`src/sv/b64d_pkg.sv`:
```
// Shared types, constants and the alphabet map for the Base64URL stream decoder.
// Used by b64d_step and base64url_stream_decoder; depends on nothing else.
`default_nettype none

package b64d_pkg;

   localparam logic [7:0] CHAR_UPPER_A = 8'h41;
   localparam logic [7:0] CHAR_UPPER_Z = 8'h5A;
   localparam logic [7:0] CHAR_LOWER_A = 8'h61;
   localparam logic [7:0] CHAR_LOWER_Z = 8'h7A;
   localparam logic [7:0] CHAR_DIGIT_0 = 8'h30;
   localparam logic [7:0] CHAR_DIGIT_9 = 8'h39;
   localparam logic [7:0] CHAR_MINUS = 8'h2D;
   localparam logic [7:0] CHAR_UNDERSCORE = 8'h5F;
   localparam logic [7:0] CHAR_EQUALS = 8'h3D;

   typedef enum logic [2:0] {
      STATUS_OK = 3'd0,
      STATUS_EMPTY = 3'd1,
      STATUS_PADDING = 3'd2,
      STATUS_LENGTH = 3'd3,
      STATUS_BAD_CHAR = 3'd4
   } status_type;

   typedef struct packed {
      logic [11:0] bit_buffer;
      logic [3:0] bit_count;
      logic [1:0] length_mod_four;
      logic seen_character;
      logic padding_seen;
      logic bad_char_seen;
   } state_type;

   typedef struct packed {
      logic [7:0] char_code;
      logic has_char;
      logic end_of_text;
   } item_type;

   typedef struct packed {
      logic byte_valid;
      logic [7:0] out_byte;
      logic text_done;
      status_type status;
   } result_type;

   typedef struct packed {
      logic valid;
      logic [5:0] value;
   } sextet_type;

   function automatic sextet_type sextet_of(logic [7:0] c);
      sextet_type s;
      s.valid = 1'b1;
      s.value = 6'd0;
      if (c >= CHAR_UPPER_A && c <= CHAR_UPPER_Z) begin
         s.value = 6'(c - CHAR_UPPER_A);
      end else if (c >= CHAR_LOWER_A && c <= CHAR_LOWER_Z) begin
         s.value = 6'(c - CHAR_LOWER_A) + 6'd26;
      end else if (c >= CHAR_DIGIT_0 && c <= CHAR_DIGIT_9) begin
         s.value = 6'(c - CHAR_DIGIT_0) + 6'd52;
      end else if (c == CHAR_MINUS) begin
         s.value = 6'd62;
      end else if (c == CHAR_UNDERSCORE) begin
         s.value = 6'd63;
      end else begin
         s.valid = 1'b0;
      end
      return s;
   endfunction

endpackage

`default_nettype wire

```
`src/sv/b64d_step.sv`:
```
// Combinational decode of one character beat: next decoder state and the result.
// Depends on b64d_pkg.
`default_nettype none

module b64d_step (
   input  var b64d_pkg::state_type  state,
   input  var b64d_pkg::item_type   item,
   output b64d_pkg::state_type      state_next,
   output b64d_pkg::result_type     result
);

   b64d_pkg::sextet_type sextet;
   b64d_pkg::state_type  upd;
   logic [3:0]           count_sum;
   logic [11:0]          shifted;

   always_comb begin
      sextet = b64d_pkg::sextet_of(item.char_code);
      upd = state;
      shifted = '0;
      count_sum = state.bit_count + 4'd6;
      result = '{byte_valid: 1'b0, out_byte: 8'd0, text_done: 1'b0,
                 status: b64d_pkg::STATUS_OK};

      if (item.has_char) begin
         upd.seen_character = 1'b1;
         upd.length_mod_four = state.length_mod_four + 2'd1;
         if (item.char_code == b64d_pkg::CHAR_EQUALS) begin
            upd.padding_seen = 1'b1;
         end else if (!sextet.valid) begin
            upd.bad_char_seen = 1'b1;
         end
         if (sextet.valid) begin
            upd.bit_buffer = {state.bit_buffer[5:0], sextet.value};
            upd.bit_count = count_sum;
            if (count_sum >= 4'd8) begin
               upd.bit_count = count_sum - 4'd8;
               shifted = upd.bit_buffer >> upd.bit_count;
               result.out_byte = shifted[7:0];
               result.byte_valid = 1'b1;
            end
         end
      end

      state_next = upd;
      if (item.end_of_text) begin
         result.text_done = 1'b1;
         if (!upd.seen_character) begin
            result.status = b64d_pkg::STATUS_EMPTY;
         end else if (upd.padding_seen) begin
            result.status = b64d_pkg::STATUS_PADDING;
         end else if (upd.length_mod_four == 2'd1) begin
            result.status = b64d_pkg::STATUS_LENGTH;
         end else if (upd.bad_char_seen) begin
            result.status = b64d_pkg::STATUS_BAD_CHAR;
         end else begin
            result.status = b64d_pkg::STATUS_OK;
         end
         state_next = '0;
      end
   end

endmodule

`default_nettype wire

```
`src/sv/base64url_stream_decoder.sv`:
```
// Top level of the unpadded Base64URL stream decoder: input register, decode
// step and result register. Depends on b64d_pkg and b64d_step.
//
// Usage: each req_ beat carries at most one text character (req_has_char) and
// may mark the end of the text (req_end_of_text). Every request beat gives
// exactly one rsp_ beat: rsp_byte_valid with rsp_out_byte when a byte is
// complete, and rsp_text_done with rsp_status on the closing beat. A nonzero
// status means the bytes already returned for that text are to be discarded.
// Requests wait in the input register, results in the response register; one
// beat is taken every cycle for as long as the receiver keeps rsp_ready high.
// When the receiver stalls, the response register holds its beat and the input
// register still takes one more beat before req_ready falls; both stages move
// again in the cycle rsp_ready returns. Synchronous reset empties both registers
// and clears the decoder state; every end of text clears the decoder state too.
`default_nettype none

module base64url_stream_decoder (
   input  var logic       clock,
   input  var logic       reset,
   input  var logic       req_valid,
   output logic           req_ready,
   input  var logic [7:0] req_char_code,
   input  var logic       req_has_char,
   input  var logic       req_end_of_text,
   output logic           rsp_valid,
   input  var logic       rsp_ready,
   output logic           rsp_byte_valid,
   output logic [7:0]     rsp_out_byte,
   output logic           rsp_text_done,
   output logic [2:0]     rsp_status
);

   logic                   item_valid_ff, item_valid_in;
   b64d_pkg::item_type     item_ff, item_in;
   logic                   result_valid_ff, result_valid_in;
   b64d_pkg::result_type   result_ff, result_in;
   b64d_pkg::state_type    state_ff, state_in;
   b64d_pkg::state_type    state_next;
   b64d_pkg::result_type   step_result;
   logic                   out_free;
   logic                   item_advance;

   b64d_step u_step (
      .state      (state_ff),
      .item       (item_ff),
      .state_next (state_next),
      .result     (step_result)
   );

   always_comb begin
      out_free = !result_valid_ff || rsp_ready;
      item_advance = item_valid_ff && out_free;
      req_ready = !item_valid_ff || item_advance;

      item_valid_in = item_valid_ff;
      item_in = item_ff;
      if (req_valid && req_ready) begin
         item_valid_in = 1'b1;
         item_in = '{char_code: req_char_code, has_char: req_has_char,
                     end_of_text: req_end_of_text};
      end else if (item_advance) begin
         item_valid_in = 1'b0;
      end

      result_valid_in = result_valid_ff;
      result_in = result_ff;
      state_in = state_ff;
      if (item_advance) begin
         result_valid_in = 1'b1;
         result_in = step_result;
         state_in = state_next;
      end else if (rsp_ready) begin
         result_valid_in = 1'b0;
      end
   end

   always_ff @(posedge clock) begin
      item_ff <= item_in;
      result_ff <= result_in;
      if (reset) begin
         item_valid_ff <= 1'b0;
         result_valid_ff <= 1'b0;
         state_ff <= '0;
      end else begin
         item_valid_ff <= item_valid_in;
         result_valid_ff <= result_valid_in;
         state_ff <= state_in;
      end
   end

   assign rsp_valid = result_valid_ff;
   assign rsp_byte_valid = result_ff.byte_valid;
   assign rsp_out_byte = result_ff.out_byte;
   assign rsp_text_done = result_ff.text_done;
   assign rsp_status = 3'(result_ff.status);

   ap_status_only_when_done: assert property (@(posedge clock) disable iff (reset)
      (rsp_valid && !rsp_text_done) |-> (rsp_status == 3'(b64d_pkg::STATUS_OK)))
      else $error("status is nonzero on a beat that does not close a text");

   ap_byte_zero_when_invalid: assert property (@(posedge clock) disable iff (reset)
      (rsp_valid && !rsp_byte_valid) |-> (rsp_out_byte == 8'd0))
      else $error("out_byte is nonzero without byte_valid");

   ap_state_cleared_after_text: assert property (@(posedge clock) disable iff (reset)
      (item_advance && item_ff.end_of_text) |=> (state_ff == '0))
      else $error("decoder state not cleared after the end of a text");

   ap_bit_count_range: assert property (@(posedge clock) disable iff (reset)
      (state_ff.bit_count <= 4'd6) && !state_ff.bit_count[0])
      else $error("bit count left its legal set of values");

   ap_stall_only_when_full: assert property (@(posedge clock) disable iff (reset)
      !req_ready |-> (item_valid_ff && result_valid_ff && !rsp_ready))
      else $error("request side stalled while a stage was free");

endmodule

`default_nettype wire

```
`config.mk`:
```
export PLATFORM = sky130hd
export DESIGN_NAME = base64url_stream_decoder
export DESIGN_NICKNAME = d
export VERILOG_FILES = /design/src/sv/b64d_pkg.sv /design/src/sv/b64d_step.sv /design/src/sv/base64url_stream_decoder.sv
export SDC_FILE = /design/constraint.sdc
export NUM_CORES = 1
export LEC_CHECK = 0
export BUFFER_PORTS_ARGS = -buffer_cell sky130_fd_sc_hd__buf_2
export CAP_MARGIN = 20
export CORE_MARGIN = 2
export CORE_UTILIZATION = 50
export CTS_CLUSTER_SIZE = 20
export DETAILED_ROUTE_END_ITERATION = 10
export GPL_ROUTABILITY_DRIVEN = 1
export PLACE_DENSITY = 0.7
export SYNTH_ARGS = -nofsm -noshare
export SYNTH_HDL_FRONTEND = slang
export SYNTH_SLANG_ARGS = --single-unit
```
`constraint.sdc`:
```
create_clock -name clock -period 2.6 [get_ports clock]
set_input_delay 0.26 -clock clock [delete_from_list [all_inputs] [get_ports clock]]
set_output_delay 0.26 -clock clock [all_outputs]
set_load 0.03 [all_outputs]
```
==> key figures, run 1 <==
Run status
  – Outcome: complete, no violations

Yosys
  – Synthesized-area fraction occupied by and/or/nand/nor cells: 18.77%
  – Async set-or-reset flop fraction in the synthesized netlist: 0%
  – Mux contribution to synthesized area: 3.624%
  – Largest area contributor in the synthesized netlist: edfxtp_1
  – Syn Std Cell Area: 0.002313 mm2
  – Syn Nets: 250
  – Largest family of logic cells by synthesized area: compound AO/OA/AOI/OAI gates
  – Parity-gate share of the synthesized area counting xor and xnor cells: 2.650%
  – Top_reg_cell synth: edfxtp_1
  – Share of the synthesized area in the top cell type: 29.85%
  – Number of enable flip-flop cells after synthesis: 23
  – Post-synthesis average cell area: 10.24 um2
  – Most frequently used cell type in the post-synthesis netlist: edfxtp_1
  – Yosys warning total: 0
  – Distinct cell type count after synthesis: 62
  – Most common library cells after synthesis: edfxtp_1 (23), a21oi_1 (19), nor2_1 (18)
  – Largest cells by area after synthesis: edfxtp_1 (30%), dfxtp_1 (14%), ha_1 (5.4%)
  – Gate count of the mapped netlist: 226
  – Fraction of the mapped netlist area in compound gates: 20.93%
  – Adder and majority gate portion of the synthesized area: 5.408%
  – Register bit total from synthesis: 39
  – Register area share after synthesis: 43.70%

Worst hold path
  – Endpoint of the worst hold path: item_ff[0]$_DFFE_PP_
  – Hold path startpoint: req_end_of_text
  – Min-delay worst type: in2reg
  – Number of cells on the worst hold path: 1

Floorplan
  – Full die area: 0.005187 mm2
  – Horizontal die dimension: 72.02 um
  – Initial cell density of the core: 52.41%
  – Std cell rows: 24
  – Placeable Area: 0.004414 mm2
  – # IOs: 29
  – DIE HEIGHT: 72.02 um

Timing
  – Setup clock skew after layout: 5.403 ps
  – Worst Hold Slack: 140.1 ps
  – RSZ-0062 raised after global routing: false
  – Count of endpoints failing setup in the final report: 0
  – Measured slew at the worst slew-check pin: 856.6 ps
  – Fmax: 399.0 MHz
  – Final critical-path required period: 2506 ps
  – Max-slew violations: 0
  – Fraction of the cycle the final worst path needs: 96.39%
  – Worst slew margin: 42.83%
  – Total negative setup slack: 0 ps
  – Final hold violations: 0

GRT
  – Vias in the first global route: 1642
  – Antenna violations before repair: 0
  – Overflow left after global routing: 0
  – Wire length of the first global-routing pass: 7734 um
  – GRT Resource Usage Total: 19.29%
  – Maximum number of pins on one net before global-route repair: 24

Worst setup path
  – Maximum fanout along the worst path: 16
  – Required time of the worst setup path: 2640 ps
  – Arr. time, crit path: 2540 ps
  – Worst reg-to-reg path cell count: 10
  – Critical Path, Cell by Cell: buf_4 > ha_1 > o21ai_1 > a311oi_4 > buf_6 > or3_4 > nand2_4 > inv_2 > o2111ai_1 > o31ai_1
  – Maximum cell stage delay along the critical path: 460 ps
  – Crit Reg-Reg Endpoint: rsp_out_byte[1]$_SDFFCE_PN0P_
  – Register-to-Register Setup Slack: 90 ps
  – Worst path slowest cell: edfxtp_1
  – Kind of end point of the critical path: register
  – Launch point of the worst reg-to-reg path: item_ff[2]$_DFFE_PP_
  – Worst Path Class, Setup: reg2reg
  – Category of the worst setup path launch point: register

Final layout
  – Post-Route Utilization: 60.03%
  – Inserted Diodes: 0
  – Number of inserted filler cells in the final layout: 372
  – Post-synthesis to final-layout area growth: 14.55%
  – Fin nets: 286
  – Ratio of cells with drive above 1 in the final layout: 27.00%

Clock network
  – Clock transition at the registers of the reported paths: 70 ps
  – # clock sinks: 39
  – Num CTS Buffers: 5
  – Clk root buf: clkbuf_8
  – Max Root-Sink Buffers: 2
  – H-Tree Level Count: 2
  – Clock tree from TritonCTS: built
  – Clock insertion delay at the later pin of the skew report: 290 ps
  – Number of hold buffers added after cts: 0

Power
  – Power per unit of standard cell area: 504.6 mW/mm2
  – Static Leak: 1.038 nW
  – Overall power: 1.337 mW
  – Peak supply drop: 0.3449 mV

Route
  – 1st-pass router iterations: 4
  – First DRT Iteration DRCs: 51
  – Via density: 5.629
  – Total wire length: 4512 um
  – DRC Markers: 0
  – Average wire per standard cell: 14.32 um
  – Total vias in the final route: 1773
  – Remaining antenna violation count: 0

Place
  – Post-DP HPWL: 3356 um
  – Routability cong.: 0.8368
  – Quantity of I/O buffers inserted on ports: 28

Flow run
  – Max-cap violation count: 0
-- critical path, delay by kind of cell (launching register included) --
kind,cells,cell delay [ps]
AO/OA/AOI/OAI,4,600
adder cells (fa/ha/maj),1,250
buffers and inverters,3,400
flip-flops,1,460
AND/OR/NAND/NOR,2,550
-- metal layers --
layer | wire length [um] | track usage (%) | up-vias
met5 | 0 | 0 | -
met4 | 69 | 6.918 | 0
met3 | 166 | 4.167 | 7
met2 | 2176 | 33.13 | 42
met1 | 2100 | 23.99 | 811
li1 | - | - | 913
-- worst max path at each step --
stage	cells past startpoint	start	slack (ps)	end
after global placement	11	item_ff[2]$_DFFE_PP_	180	rsp_out_byte[3]$_SDFFCE_PN0P_
after global routing	10	item_ff[2]$_DFFE_PP_	1	rsp_out_byte[1]$_SDFFCE_PN0P_
final	10	item_ff[2]$_DFFE_PP_	90	rsp_out_byte[1]$_SDFFCE_PN0P_
after floorplan	9	item_ff[4]$_DFFE_PP_	170	rsp_out_byte[0]$_SDFFCE_PN0P_
after detailed placement	11	item_ff[2]$_DFFE_PP_	60	rsp_out_byte[1]$_SDFFCE_PN0P_
after CTS	11	item_ff[2]$_DFFE_PP_	60	rsp_out_byte[1]$_SDFFCE_PN0P_
-- state kept, by name (all words and copies together), names as in the netlist --
signal,flops
state_ff,14
item_ff,10
rsp_out_byte,8
rsp_status,3
item_valid_ff,1
rsp_byte_valid,1
rsp_text_done,1
rsp_valid,1
-- final cells by class --
| class | instances | area, um2 | area share [%] |
|---|---|---|---|
| multi-input cells | 163 | 1191 | 44.95 |
| flip-flops and latches | 39 | 1011 | 38.15 |
| repair buffers | 40 | 234.0 | 8.829 |
| clock buffers | 8 | 100.1 | 3.777 |
| well taps | 52 | 65.06 | 2.455 |
| inverters | 13 | 48.80 | 1.841 |
-- per-stage QoR --
stage / worst slack, ps / cell area, um2 / cells
3_3_place_gp: 183.2 / 2536 / 306
6_report: 93.94 / 2650 / 315
3_5_place_dp: 55.13 / 2536 / 306
2_1_floorplan: 174.3 / 2313 / 226
5_1_grt: 1.046 / 2650 / 315
4_1_cts: 59.53 / 2636 / 314
-- placed cells by master (no fill, tap or decap), types with 2 or more instances in the layout --
cell type / instances
and3_1: 2
clkbuf_8: 7
nor3_1: 5
inv_2: 2
ha_1: 9
clkinv_1: 2
edfxtp_1: 23
dfxtp_1: 16
a221o_1: 2
o21a_1: 3
buf_2: 28
o31ai_1: 3
a32o_2: 2
inv_1: 9
xnor2_1: 6
a32o_1: 2
o2111ai_1: 2
nor2_1: 18
nand3_1: 7
and2_1: 3
buf_4: 11
a211oi_1: 3
nand2b_1: 4
o21ai_0: 5
nor2b_1: 9
nand4_1: 4
nor4_1: 3
o211ai_1: 2
a31oi_1: 2
nand2_4: 2
nand2_1: 11
mux2_2: 3
mux2i_1: 5
a21oi_1: 19
-- cell families (layout without fill, tap and decap cells) --
group	after synthesis	in the layout
simple gates	77	77
compound gates	61	61
flops	39	39
buf+inv	24	61
fa+ha+maj	10	10
mux	8	8
xor+xnor	7	7
-- where the power goes --
part,internal [mW],total (mW),switching [mW]
logic,0.0768,0.195,0.118
registers,0.677,0.694,0.0175
clock network,0.242,0.448,0.206
total,0.996,1.34,0.341
-- timing repair --
item,CTS,global route
setup endpoints to repair,0,3
gates resized for setup,0,2
buffers inserted,0,1
Note: power is estimated with default switching activity, not from simulation.
==> run 2: changes to the inputs <==
--- a/config.mk
+++ b/config.mk
@@ -5,6 +5,7 @@
 export SDC_FILE = /design/constraint.sdc
 export NUM_CORES = 1
 export LEC_CHECK = 0
+export ABC_AREA = 1
 export BUFFER_PORTS_ARGS = -buffer_cell sky130_fd_sc_hd__buf_2
 export CAP_MARGIN = 20
 export CORE_MARGIN = 2
==> key figures, run 2 <==
Run status
  – Outcome: complete, no violations (unchanged)

Clock network
  – # clock sinks: 39 (unchanged)
  – H-Tree Level Count: 2 (unchanged)
  – Clock transition at the registers of the reported paths: 80 ps (was 70 ps)
  – Clock insertion delay at the later pin of the skew report: 290 ps (about the same)
  – Clk root buf: clkbuf_8 (unchanged)
  – Number of hold buffers added after cts: 0 (unchanged)
  – Clock tree from TritonCTS: built (unchanged)
  – Post CTS Setup Buffer Count: 0 (unchanged)
  – Max Root-Sink Buffers: 2 (unchanged)
  – Num CTS Buffers: 5 (unchanged)
  – Gates resized, CTS repair: 0 (unchanged)

Timing
  – Measured slew at the worst slew-check pin: 413.7 ps (was 856.6 ps)
  – Total negative setup slack: 0 ps (unchanged)
  – Fraction of the cycle the final worst path needs: 88.77% (was 96.39%)
  – Fmax: 433.3 MHz (was 399.0 MHz)
  – Worst Hold Slack: 143.4 ps (was 140.1 ps)
  – Worst slew margin: 72.32% (was 42.83%)
  – RSZ-0062 raised after global routing: false (unchanged)
  – Final hold violations: 0 (unchanged)
  – Count of endpoints failing setup in the final report: 0 (unchanged)
  – Final critical-path required period: 2308 ps (was 2506 ps)
  – Setup clock skew after layout: 4.948 ps (was 5.403 ps)
  – Max-slew violations: 0 (unchanged)

Power
  – Clock network fraction of design power: 30.0% (was 33.5%)
  – Psw: 0.4049 mW (was 0.3414 mW)
  – Proportion of power drawn by flip-flops and latches: 51.6% (was 51.9%)
  – Peak supply drop: 0.3723 mV (was 0.3449 mV)
  – Static Leak: 1.343 nW (was 1.038 nW)
  – Pint: 0.9542 mW (was 0.9957 mW)
  – Power per unit of standard cell area: 488.0 mW/mm2 (was 504.6 mW/mm2)
  – Combinational cell fraction of total power: 18.4% (was 14.6%)
  – Switching part of the total: 29.79% (was 25.53%)

Yosys
  – Async set-or-reset flop fraction in the synthesized netlist: 0% (unchanged)
  – Share of the synthesized area in the top cell type: 28.11% (was 29.85%)
  – Number of enable flip-flop cells after synthesis: 23 (unchanged)
  – Yosys warning total: 0 (unchanged)
  – Syn Nets: 355 (was 250)
  – Top_reg_cell synth: edfxtp_1 (unchanged)
  – Gate count of the mapped netlist: 331 (was 226)
  – Most frequently used cell type in the post-synthesis netlist: nand2_1 (was edfxtp_1)
  – Distinct cell type count after synthesis: 33 (was 62)
  – Register bit total from synthesis: 39 (unchanged)
  – Register area share after synthesis: 41.14% (was 43.70%)
  – Largest cells by area after synthesis: edfxtp_1 (28%), nand2_1 (14%), dfxtp_1 (13%) (was edfxtp_1 (30%), dfxtp_1 (14%), ha_1 (5.4%))
  – Syn Std Cell Area: 0.002457 mm2 (was 0.002313 mm2)
  – Largest area contributor in the synthesized netlist: edfxtp_1 (unchanged)
  – Most common library cells after synthesis: nand2_1 (93), nor2_1 (43), inv_1 (35) (was edfxtp_1 (23), a21oi_1 (19), nor2_1 (18))
  – Post-synthesis average cell area: 7.424 um2 (was 10.24 um2)

Final layout
  – Sequential standard cell area: 0.001011 mm2 (unchanged)
  – Ratio of cells with drive above 1 in the final layout: 19.78% (was 27.00%)
  – Inserted Diodes: 0 (unchanged)
  – Post-synthesis to final-layout area growth: 13.34% (was 14.55%)
  – Fin nets: 392 (was 286)
  – Largest register FFs: 14 (unchanged)
  – Post-Route Utilization: 58.97% (was 60.03%)
  – Register name with the most flops: state_ff (unchanged)
  – Highest-count cells in the layout ignoring fill and taps: nand2_1 (93), nor2_1 (43), inv_1 (35) (was buf_2 (28), edfxtp_1 (23), a21oi_1 (19))
  – Most common library cell in the layout ignoring fill and taps: nand2_1 (was buf_2)
  – Area of the multi-input gates: 0.001230 mm2 (was 0.001191 mm2)
  – Number of inserted filler cells in the final layout: 448 (was 372)

Route
  – DRC Markers: 0 (unchanged)
  – 1st-pass router iterations: 4 (unchanged)
  – First DRT Iteration DRCs: 232 (was 51)
  – Via density: 4.954 (was 5.629)
  – Average wire per standard cell: 11.46 um (was 14.32 um)
  – Total wire length: 4998 um (was 4512 um)
  – Total vias in the final route: 2160 (was 1773)
  – Remaining antenna violation count: 0 (unchanged)

Worst setup path
  – Arr. time, crit path: 2360 ps (was 2540 ps)
  – Kind of end point of the critical path: register (unchanged)
  – Most numerous cell on the critical path: nor2_1
  – Required time of the worst setup path: 2660 ps (was 2640 ps)
  – Critical Path, Cell by Cell: inv_1 > ha_1 > inv_2 > nand2_1 > nand2_1 > nor2_2 > nor2_1 > nand2_2 > inv_1 > nand2_1 > a21boi_0 > nor2_1 > nor2_1 > nor2_1 (was buf_4 > ha_1 > o21ai_1 > a311oi_4 > buf_6 > or3_4 > nand2_4 > inv_2 > o2111ai_1 > o31ai_1)
  – Worst path slowest cell: edfxtp_1 (unchanged)
  – Category of the worst setup path launch point: register (unchanged)
  – Worst Path Class, Setup: reg2reg (unchanged)
  – Maximum fanout along the worst path: 10 (was 16)
  – Maximum cell stage delay along the critical path: 460 ps (about the same)

GRT
  – Antenna violations before repair: 0 (unchanged)
  – Maximum number of pins on one net before global-route repair: 18 (was 24)
  – Wire length of the first global-routing pass: 8500 um (was 7734 um)
  – GRT Resource Usage Total: 20.06% (was 19.29%)
  – Vias in the first global route: 1919 (was 1642)
  – Overflow left after global routing: 0 (unchanged)

Floorplan
  – # IOs: 29 (unchanged)
  – DIE HEIGHT: 74.11 um (was 72.02 um)
  – Std cell rows: 25 (was 24)
  – Full die area: 0.005492 mm2 (was 0.005187 mm2)
  – Initial cell density of the core: 52.03% (was 52.41%)
  – Horizontal die dimension: 74.11 um (was 72.02 um)
  – Placeable Area: 0.004723 mm2 (was 0.004414 mm2)

Place
  – Post-DP HPWL: 3765 um (was 3356 um)
  – Quantity of I/O buffers inserted on ports: 28 (unchanged)
  – Routability cong.: 0.9547 (was 0.8368)

Flow run
  – Max-cap violation count: 0 (unchanged)

Worst hold path
  – Min-delay worst type: in2reg (unchanged)
==> run 2: critical path: cells and delay by family, from the launching register on <==
family | cells | cell delay (ps)
flops | 1 | 460
compound gates | 1 | 260
simple gates | 9 | 800
buf+inv | 3 | 320
fa+ha+maj | 1 | 230
==> run 2: final timing paths <==
check / startpoint / endpoint / slack, ps / cells after the start
setup reg to reg: item_ff[2]$_DFFE_PP_ / rsp_out_byte[0]$_SDFFCE_PN0P_ / 290 / 14
hold / removal: req_char_code[0] / item_ff[2]$_DFFE_PP_ / 140 / 1
hold reg to reg: state_ff[2]$_SDFFE_PP0P_ / state_ff[2]$_SDFFE_PP0P_ / 480 / 2
setup / recovery: item_ff[2]$_DFFE_PP_ / rsp_out_byte[0]$_SDFFCE_PN0P_ / 290 / 14
==> run 2: stage by stage <==
step | std cells | area, um2 | worst slack, ps | power, mW
after floorplan | 331 | 2457 | 507.0 | 0.8986
after global placement | 423 | 2663 | 344.6 | 0.9548
after detailed placement | 423 | 2663 | 240.1 | 0.9574
after CTS | 431 | 2748 | 233.5 | 1.364
after global routing | 436 | 2785 | 58.56 | 1.422
final | 436 | 2785 | 291.9 | 1.359
==> run 2: power by group through the flow <==
stage	Clock [mW]	Combinational [mW]	Sequential (mW)
2_1_floorplan	0	0.167	0.732
3_3_place_gp	0	0.236	0.718
3_5_place_dp	0	0.238	0.719
4_1_cts	0.420	0.239	0.705
5_1_grt	0.435	0.282	0.705
6_report	0.408	0.250	0.701
==> run 2: layer usage <==
layer | vias up | track usage (%) | share of wire, %
met2 | 66 | 31.45 | 45
met4 | 0 | 5.657 | 1.3
met5 | - | 0 | 0
li1 | 1127 | - | -
met1 | 961 | 28.03 | 48
met3 | 6 | 4.472 | 5.2
==> run 2: cells by family (layout without fill, tap and decap cells) <==
kind of cell / count (synthesis) / in the layout / synth area share, %
xor gates and xnor gates: 5 / 5 / 1.782
adders and majority gates: 10 / 10 / 5.092
buffers and inverters: 51 / 89 / 8.809
DFF: 39 / 39 / 41.14
and+or+nand+nor: 191 / 191 / 35.39
AOI/OAI and AO/OA: 35 / 35 / 7.790
==> run 2: final cells by class <==
class	count	share of cell area, %
clock buffers	6	2.606
well taps	67	3.010
multi-input cells	241	44.16
flip-flops and latches	39	36.30
clock inverters	2	0.4492
inverters	44	6.020
repair buffers	37	7.457
==> run 3: changes to the inputs <==
--- a/config.mk
+++ b/config.mk
@@ -14,6 +14,7 @@
 export DETAILED_ROUTE_END_ITERATION = 10
 export GPL_ROUTABILITY_DRIVEN = 1
 export PLACE_DENSITY = 0.7
+export REMOVE_ABC_BUFFERS = 1
 export SYNTH_ARGS = -nofsm -noshare
 export SYNTH_HDL_FRONTEND = slang
 export SYNTH_SLANG_ARGS = --single-unit
==> key figures, run 3 (synthesis results as in run 2) <==
Clock network
  – # clock sinks: 39 (unchanged)
  – Num CTS Buffers: 5 (unchanged)
  – Clock insertion delay at the later pin of the skew report: 290 ps (about the same)
  – Clock transition at the registers of the reported paths: 80 ps (about the same)
  – H-Tree Level Count: 2 (unchanged)
  – Number of hold buffers added after cts: 0 (unchanged)
  – Max Root-Sink Buffers: 2 (unchanged)
  – Gates resized, CTS repair: 0 (unchanged)
  – Clock tree from TritonCTS: built (unchanged)
  – Clk root buf: clkbuf_8 (unchanged)
  – Post CTS Setup Buffer Count: 0 (unchanged)

Worst setup path
  – Worst Path Class, Setup: reg2reg (unchanged)
  – Register-to-Register Setup Slack: 230 ps (was 290 ps)
  – Kind of end point of the critical path: register (unchanged)
  – Most numerous cell on the critical path: nor2_1 (unchanged)
  – Crit path buf inv count: 3 (unchanged)
  – CP top delay family: simple AND/OR/NAND/NOR gates (unchanged)
  – Category of the worst setup path launch point: register (unchanged)
  – Required time of the worst setup path: 2650 ps (was 2660 ps)
  – Maximum fanout along the worst path: 10 (unchanged)
  – Worst path slowest cell: edfxtp_1 (unchanged)
  – Arr. time, crit path: 2420 ps (was 2360 ps)
  – Critical Path, Cell by Cell: inv_1 > ha_1 > inv_2 > nand2_1 > nand2_1 > nor2_2 > nor2_1 > nand2_2 > inv_1 > nand2_1 > a21boi_0 > nor2_1 > nor2_1 > nor2_1 (unchanged)
  – Maximum cell stage delay along the critical path: 510 ps (was 460 ps)

Final layout
  – Register name with the most flops: state_ff (unchanged)
  – Ratio of cells with drive above 1 in the final layout: 18.68% (was 19.78%)
  – Highest-count cells in the layout ignoring fill and taps: nand2_1 (93), nor2_1 (43), inv_1 (35) (unchanged)
  – Number of inserted filler cells in the final layout: 436 (was 448)
  – Inserted Diodes: 0 (unchanged)
  – Fin nets: 387 (was 392)
  – Largest register FFs: 14 (unchanged)
  – Most common library cell in the layout ignoring fill and taps: nand2_1 (unchanged)
  – Post-synthesis to final-layout area growth: 11.81% (was 13.34%)

Timing
  – Total negative setup slack: 0 ps (unchanged)
  – Final hold violations: 0 (unchanged)
  – Fmax: 422.4 MHz (was 433.3 MHz)
  – Count of endpoints failing setup in the final report: 0 (unchanged)
  – RSZ-0062 raised after global routing: false (unchanged)
  – Setup clock skew after layout: 7.978 ps (was 4.948 ps)
  – Fraction of the cycle the final worst path needs: 91.05% (was 88.77%)
  – Max-slew violations: 0 (unchanged)
  – Final critical-path required period: 2367 ps (was 2308 ps)
  – Worst slew margin: 74.44% (was 72.32%)
  – Measured slew at the worst slew-check pin: 381.7 ps (was 413.7 ps)

Floorplan
  – DIE HEIGHT: 74.11 um (unchanged)
  – Horizontal die dimension: 74.11 um (unchanged)
  – Placeable Area: 0.004723 mm2 (unchanged)
  – Std cell rows: 25 (unchanged)
  – Initial cell density of the core: 52.03% (unchanged)
  – # IOs: 29 (unchanged)
  – Full die area: 0.005492 mm2 (unchanged)

GRT
  – Overflow left after global routing: 0 (unchanged)
  – Antenna violations before repair: 0 (unchanged)
  – Maximum number of pins on one net before global-route repair: 18 (unchanged)
  – GRT Resource Usage Total: 19.76% (was 20.06%)
  – Vias in the first global route: 1909 (was 1919)
  – Wire length of the first global-routing pass: 8418 um (was 8500 um)

Flow run
  – Max-cap violation count: 0 (unchanged)

Power
  – Static Leak: 1.319 nW (was 1.343 nW)
  – Overall power: 1.341 mW (was 1.359 mW)
  – Peak supply drop: 0.2662 mV (was 0.3723 mV)
  – Power per unit of standard cell area: 487.9 mW/mm2 (was 488.0 mW/mm2)

Place
  – Quantity of I/O buffers inserted on ports: 28 (unchanged)
  – Routability cong.: 0.9390 (was 0.9547)
  – Post-DP HPWL: 3716 um (was 3765 um)

Worst hold path
  – Min-delay worst type: in2reg (unchanged)

Run status
  – Outcome: complete, no violations (unchanged)

Route
  – 1st-pass router iterations: 4 (unchanged)
  – Total wire length: 4844 um (was 4998 um)
  – Via density: 4.898 (was 4.954)
  – First DRT Iteration DRCs: 141 (was 232)
  – Total vias in the final route: 2111 (was 2160)
  – Average wire per standard cell: 11.24 um (was 11.46 um)
  – Remaining antenna violation count: 0 (unchanged)
  – DRC Markers: 0 (unchanged)
[run 3: power by group]
part           total (mW)  switching, mW  internal, mW
Combinational       0.238          0.160        0.0785
Clock               0.396          0.209         0.187
Sequential          0.706         0.0224         0.684
Total                1.34          0.391         0.949
[run 3: cell type report]
type                       instances  area (um2)  area share, %
clock buffer                       6       72.57          2.641
clock inverter                     2       12.51         0.4554
tap                               67       83.83          3.051
multi-input combinational        241        1230          44.76
inverter                          44       167.7          6.102
sequential                        39        1011          36.79
timing repair buffer              32       170.2          6.193
[run 3: per-stage QoR]
step / hold WS, ps / setup slack [ps] / utilization [%] / area, um2 / instances
after floorplan: 329.1 / 488.5 / - / 2409 / 324
after global placement: 436.3 / 372.2 / 56.37 / 2663 / 423
after detailed placement: 438.1 / 266.4 / 56.37 / 2663 / 423
after CTS: 138.3 / 246.9 / 58.17 / 2748 / 431
after global routing: 137.0 / 17.14 / 58.17 / 2748 / 431
final: 148.8 / 232.6 / 58.17 / 2748 / 431
[run 3: worst paths after layout]
check | cells past startpoint | from | to
setup reg to reg | 14 | item_ff[2]$_DFFE_PP_ | rsp_out_byte[0]$_SDFFCE_PN0P_
hold / removal | 1 | req_char_code[4] | item_ff[6]$_DFFE_PP_
hold reg to reg | 2 | state_ff[2]$_SDFFE_PP0P_ | state_ff[2]$_SDFFE_PP0P_
setup / recovery | 14 | item_ff[2]$_DFFE_PP_ | rsp_out_byte[0]$_SDFFCE_PN0P_
[run 3: routing by layer]
layer / track usage (%) / vias up / wire, um
li1: - / 1120 / -
met1: 27.79 / 920 / 2303
met2: 30.65 / 62 / 2209
met3: 3.523 / 9 / 249
met4: 7.071 / 0 / 82
met5: 0 / - / 0
